==> src/design/rmst_pkg.sv <==
// ----------------------------------------------------------------------------
// rmst_pkg
// Shared types and constants for the range minimum segment tree.
// ----------------------------------------------------------------------------
package rmst_pkg;
    localparam int MAX_ELEMENTS_DEF = 1024;
    localparam int NODE_COUNT_DEF   = 4096;
    localparam int VAL_W            = 32;
    localparam int IDX_W            = 10;
    localparam int CNT_W            = 11;
    localparam logic [VAL_W-1:0] LARGEST_INT = 32'h7FFF_FFFF;

    typedef enum logic [1:0] {
        OP_LOAD  = 2'd0,
        OP_ADD   = 2'd1,
        OP_QUERY = 2'd2,
        OP_NONE  = 2'd3
    } t_opcode;

    // controller -> datapath
    typedef struct packed {
        logic start;      // latch item, reset walk
        logic descend;    // take one step down the update path
        logic rd_leaf;    // issue read of the leaf node
        logic wr_leaf;    // write the leaf, step up
        logic rd_kids;    // read both children of the current ancestor
        logic wr_up;      // write ancestor minimum, step up
        logic q_step;     // advance query stack machine by one phase
        logic rd_root;    // read root
        logic finish;     // capture result
    } t_cmd;

    // datapath -> controller
    typedef struct packed {
        logic at_leaf;
        logic at_root;
        logic q_done;
        logic is_query;
        logic is_update;
        logic q_empty;
        logic clearing;
    } t_sts;
endpackage

==> src/design/rmst_ctrl.sv <==
// ----------------------------------------------------------------------------
// rmst_ctrl
// Sequencer for load, add and query walks over the node memory.
// ----------------------------------------------------------------------------
module rmst_ctrl (
    input  logic           i_clk,
    input  logic           i_rst_n,
    input  logic           i_in_valid,
    output logic           o_in_ready,
    output logic           o_out_valid,
    input  logic           i_out_ready,
    input  rmst_pkg::t_sts i_sts,
    output rmst_pkg::t_cmd o_cmd
);
    import rmst_pkg::*;

    typedef enum logic [3:0] {
        S_IDLE, S_DISP, S_DOWN, S_LEAF_RD, S_LEAF_WR, S_UP_RD, S_UP_WR,
        S_QUERY, S_ROOT, S_DONE, S_OUT
    } t_state;

    t_state r_state;
    logic   w_take;

    // hold off items while the node store is being cleared
    assign w_take = (r_state == S_IDLE) && !i_sts.clearing && i_in_valid;

    always_comb begin
        o_cmd = '0;
        o_cmd.start   = w_take;
        o_cmd.descend = (r_state == S_DOWN) && !i_sts.at_leaf;
        o_cmd.rd_leaf = (r_state == S_LEAF_RD);
        o_cmd.wr_leaf = (r_state == S_LEAF_WR);
        o_cmd.rd_kids = (r_state == S_UP_RD);
        o_cmd.wr_up   = (r_state == S_UP_WR);
        o_cmd.q_step  = (r_state == S_QUERY);
        o_cmd.rd_root = (r_state == S_ROOT);
        o_cmd.finish  = (r_state == S_DONE);
    end

    assign o_in_ready  = (r_state == S_IDLE) && !i_sts.clearing;
    assign o_out_valid = (r_state == S_OUT);

    always_ff @(posedge i_clk) begin
        if (!i_rst_n) begin
            r_state <= S_IDLE;
        end else begin
            unique case (r_state)
                S_IDLE:    if (w_take) r_state <= S_DISP;
                S_DISP: begin
                    if (i_sts.is_query)
                        r_state <= i_sts.q_empty ? S_DONE : S_QUERY;
                    else if (i_sts.is_update)
                        r_state <= S_DOWN;
                    else
                        r_state <= S_ROOT;
                end
                S_DOWN:    if (i_sts.at_leaf) r_state <= S_LEAF_RD;
                S_LEAF_RD: r_state <= S_LEAF_WR;
                S_LEAF_WR: r_state <= i_sts.at_root ? S_ROOT : S_UP_RD;
                S_UP_RD:   r_state <= S_UP_WR;
                S_UP_WR:   r_state <= i_sts.at_root ? S_ROOT : S_UP_RD;
                S_QUERY:   if (i_sts.q_done) r_state <= S_DONE;
                S_ROOT:    r_state <= S_DONE;
                S_DONE:    r_state <= S_OUT;
                S_OUT:     if (i_out_ready) r_state <= S_IDLE;
                default:   r_state <= S_IDLE;
            endcase
        end
    end
endmodule

==> config.mk <==
export PLATFORM = sky130hd
export DESIGN_NAME = rmst_ctrl
export DESIGN_NICKNAME = d
export VERILOG_FILES = /design/src/design/rmst_pkg.sv /design/src/design/rmst_ctrl.sv
export SDC_FILE = /design/constraint.sdc
export NUM_CORES = 1
export LEC_CHECK = 0
export ABC_AREA = 1
export BUFFER_PORTS_ARGS = -buffer_cell sky130_fd_sc_hd__buf_2
export CAP_MARGIN = 20
export CORE_AREA = 2 2 39 41
export CTS_CLUSTER_SIZE = 25
export DETAILED_ROUTE_END_ITERATION = 8
export DIE_AREA = 0 0 41 43
export GPL_ROUTABILITY_DRIVEN = 0
export GPL_TIMING_DRIVEN = 0
export PLACE_DENSITY_LB_ADDON = 0.1
export SYNTH_ARGS = -nofsm -noshare
export SYNTH_HDL_FRONTEND = slang
export SYNTH_SLANG_ARGS = --single-unit
==> constraint.sdc <==
create_clock -name i_clk -period 1.4 [get_ports i_clk]
set_clock_uncertainty 0.05 [all_clocks]
set_input_delay 0 -clock i_clk [delete_from_list [all_inputs] [get_ports i_clk]]
set_output_delay 0 -clock i_clk [all_outputs]
set_load 0.05 [all_outputs]
==> flow_summary.json <==
{
  "ys_ff_latch": 4,
  "max_slew_margin": 0.836,
  "criticalPathCategory": "register to primary output",
  "initial_core_util": 0.309,
  "cts_sinks": 4,
  "crit_cells": 4,
  "gr-total-overflow": 0,
  "ant_nets": 0,
  "yosys_warnings": 0,
  "core_area_um2": 1380,
  "critPathBufInv": 2,
  "cts_inserted_buffers": 3,
  "drtIter0Drc": 2,
  "synth_edf_count": 0,
  "syn_inst": 81,
  "clock_path_buffers": 2,
  "tns_ps": 0,
  "post-route-min-period_ps": 1290,
  "synth_area_per_cell_um2": 5.28,
  "die_w_um": 41,
  "root_buffer": "clkbuf_4",
  "grt_pass1_vias": 462,
  "finalCritPeriodShare": 0.918,
  "synth_top_cells_by_count": "nand2_1 (22), nor2_1 (18), inv_1 (13)",
  "syn_to_final_growth_pct": 54.4,
  "seq_area_um2": 85.1,
  "htreeDepth": 1,
  "r2r-start": "r_state[2]$_SDFFE_PN0P_",
  "grt_use_total": 0.145,
  "slew_violations": 0,
  "drt_first_pass_iters": 4,
  "place_hpwl_um": 883,
  "drv_cap": 0,
  "clock_latency_ps": 230,
  "critPathCaptureType": "primary output",
  "synth_area_leaders": "nand2_1 (19%), dfxtp_1 (19%), nor2_1 (16%), inv_1 (11%), nor2_2 (7.3%)",
  "crit_required_ps": 1350,
  "rr_endpoint": "r_state[1]$_SDFFE_PN0P_",
  "final_layout_size_suffix_gt1_frac": 0.444,
  "fillers": 161,
  "dieArea_um2": 1760,
  "drc": 0,
  "cts_tree": "done",
  "synth_most_common_cell": "nand2_1",
  "power_uw": 624,
  "hold_path_class": "input port to register",
  "multi_input_area_um2": 314,
  "seq_area_frac_synth": 0.187,
  "rows": 14,
  "grt_max_degree": 9,
  "tightestPinTransition_ps": 248,
  "n_antenna_cell": 0,
  "leakagePower_uw": 0.000390,
  "cp_slowest_cell": "dfxtp_2",
  "p_per_area_nw_per_um2": 944,
  "synth_top_area_share": 0.193,
  "vdd_drop_max_mv": 0.635,
  "cp.arrival_ps": 1240,
  "ff2ff_path_depth": 7,
  "via_per_inst": 4.33,
  "die_h_um": 43,
  "whs_path_depth": 3,
  "max_stage_delay_ps": 350,
  "wl_per_cell_um": 8.45,
  "layout.nets": 121,
  "path_max_fanout": 5,
  "pin_count": 22,
  "port_buffers": 21,
  "synth_top_area_cell": "nand2_1",
  "cpLargestDelayFamily": "buffers and inverters",
  "critPathLaunch": "r_state[1]$_SDFFE_PN0P_",
  "synth_fp_nets": 92,
  "rrSetupSlack_ps": 160,
  "synth_async_sr_flop_share": 0,
  "final-hold-violation-count": 0,
  "antenna_found_initial": 0,
  "final-setup-viol-count": 0,
  "reg_top3": "r_state (4)",
  "start_kind": "register",
  "largest_register_ff_count": 4,
  "synth_area_um2": 428,
  "clk_transition_reported_paths_ps": 40,
  "crit_chain": "inv_1, nand2_1, nor2_2, buf_2",
  "status": "complete, no violations",
  "synth_top_flop_cell": "dfxtp_1",
  "via_count": 537,
  "synth_cell_types": 16,
  "clock.fmax_ghz": 0.778,
  "grt_pass1_wl_um": 1740,
  "wirelength_um": 1050,
  "crit_end": "o_cmd[4]",
  "regMostFlops": "r_state"
}
==> layout by cell type (no fill, tap or decap) <==
master,n
buf_2,14
inv_2,2
a21oi_2,1
nand3_1,3
nand3b_2,1
a21oi_1,3
inv_1,13
nor2_1,14
dlygate4sd3_1,1
clkbuf_4,6
buf_6,2
nor3b_1,1
nand3b_1,2
nand2_2,2
nor2_2,7
dfxtp_2,4
nand2_1,22
o211ai_1,1
buf_4,5
nor3_2,2
nor2_4,2
==> worst min-delay path, cell delays in order <==
cell      delay, ps
buf_2            70
nand3b_2        120
a21oi_2          50
==> final cells by class <==
| cell class | instances | share of cell area |
|---|---|---|
| flip-flops and latches | 4 | 0.129 |
| inverters | 15 | 0.0852 |
| repair buffers | 24 | 0.235 |
| well taps | 16 | 0.0303 |
| clock buffers | 3 | 0.0341 |
| plain buffers | 1 | 0.0114 |
| multi-input cells | 61 | 0.475 |
==> metrics by stage <==
stage,instance area [µm²],cells,hold WS (ps),setup slack (ps),util
final,661,124,2.98,114,0.477
after global routing,661,124,4.96,-1.45,0.477
after CTS,617,122,7.85,0.542,0.446
after detailed placement,566,118,232,88.9,0.409
after global placement,566,118,233,68.1,0.409
after floorplan,440,81,120,-73.8,-
==> per-layer routing <==
| metal | vias up | track usage | routed length, µm |
|---|---|---|---|
| li1 | 301 | - | - |
| met1 | 218 | 0.163 | 474 |
| met3 | 0 | 0.0785 | 84 |
| met2 | 18 | 0.247 | 489 |
| met5 | - | 0 | 0 |
| met4 | 0 | 0 | 0 |
==> power breakdown <==
group	switching [µW]	internal [µW]	leakage, µW	total, µW
clock network	43.3	95.6	0.0000138	139
registers	30.8	132	0.0000343	163
logic	205	116	0.000342	321
total	279	344	0.000390	624
==> worst min path at each step <==
stage / from / endpoint
final: i_out_ready / r_state[3]$_SDFFE_PN0P_
after global routing: i_out_ready / r_state[3]$_SDFFE_PN0P_
after CTS: i_out_ready / r_state[3]$_SDFFE_PN0P_
after detailed placement: i_rst_n / r_state[3]$_SDFFE_PN0P_
after global placement: i_rst_n / r_state[3]$_SDFFE_PN0P_
after floorplan: i_rst_n / r_state[3]$_SDFFE_PN0P_
==> cells by family (layout without fill, tap and decap cells) <==
group	Yosys count	count (layout)	share of synthesized area
AO/OA/AOI/OAI	5	5	0.0731
buffers and inverters	16	43	0.149
AND/OR/NAND/NOR	56	56	0.591
flip-flops	4	4	0.187
==> what timing repair did <==
| action | CTS | global route |
|---|---|---|
| hold buffers | 1 | 0 |
| resized for setup | 7 | 10 |
| setup endpoints to repair | 5 | 11 |
| pin swaps | 0 | 1 |
| endpoints found under the hold margin | 1 | 0 |
| buffers inserted | 0 | 2 |
| gates cloned | 0 | 0 |
Power figures use the tool's default switching activity.
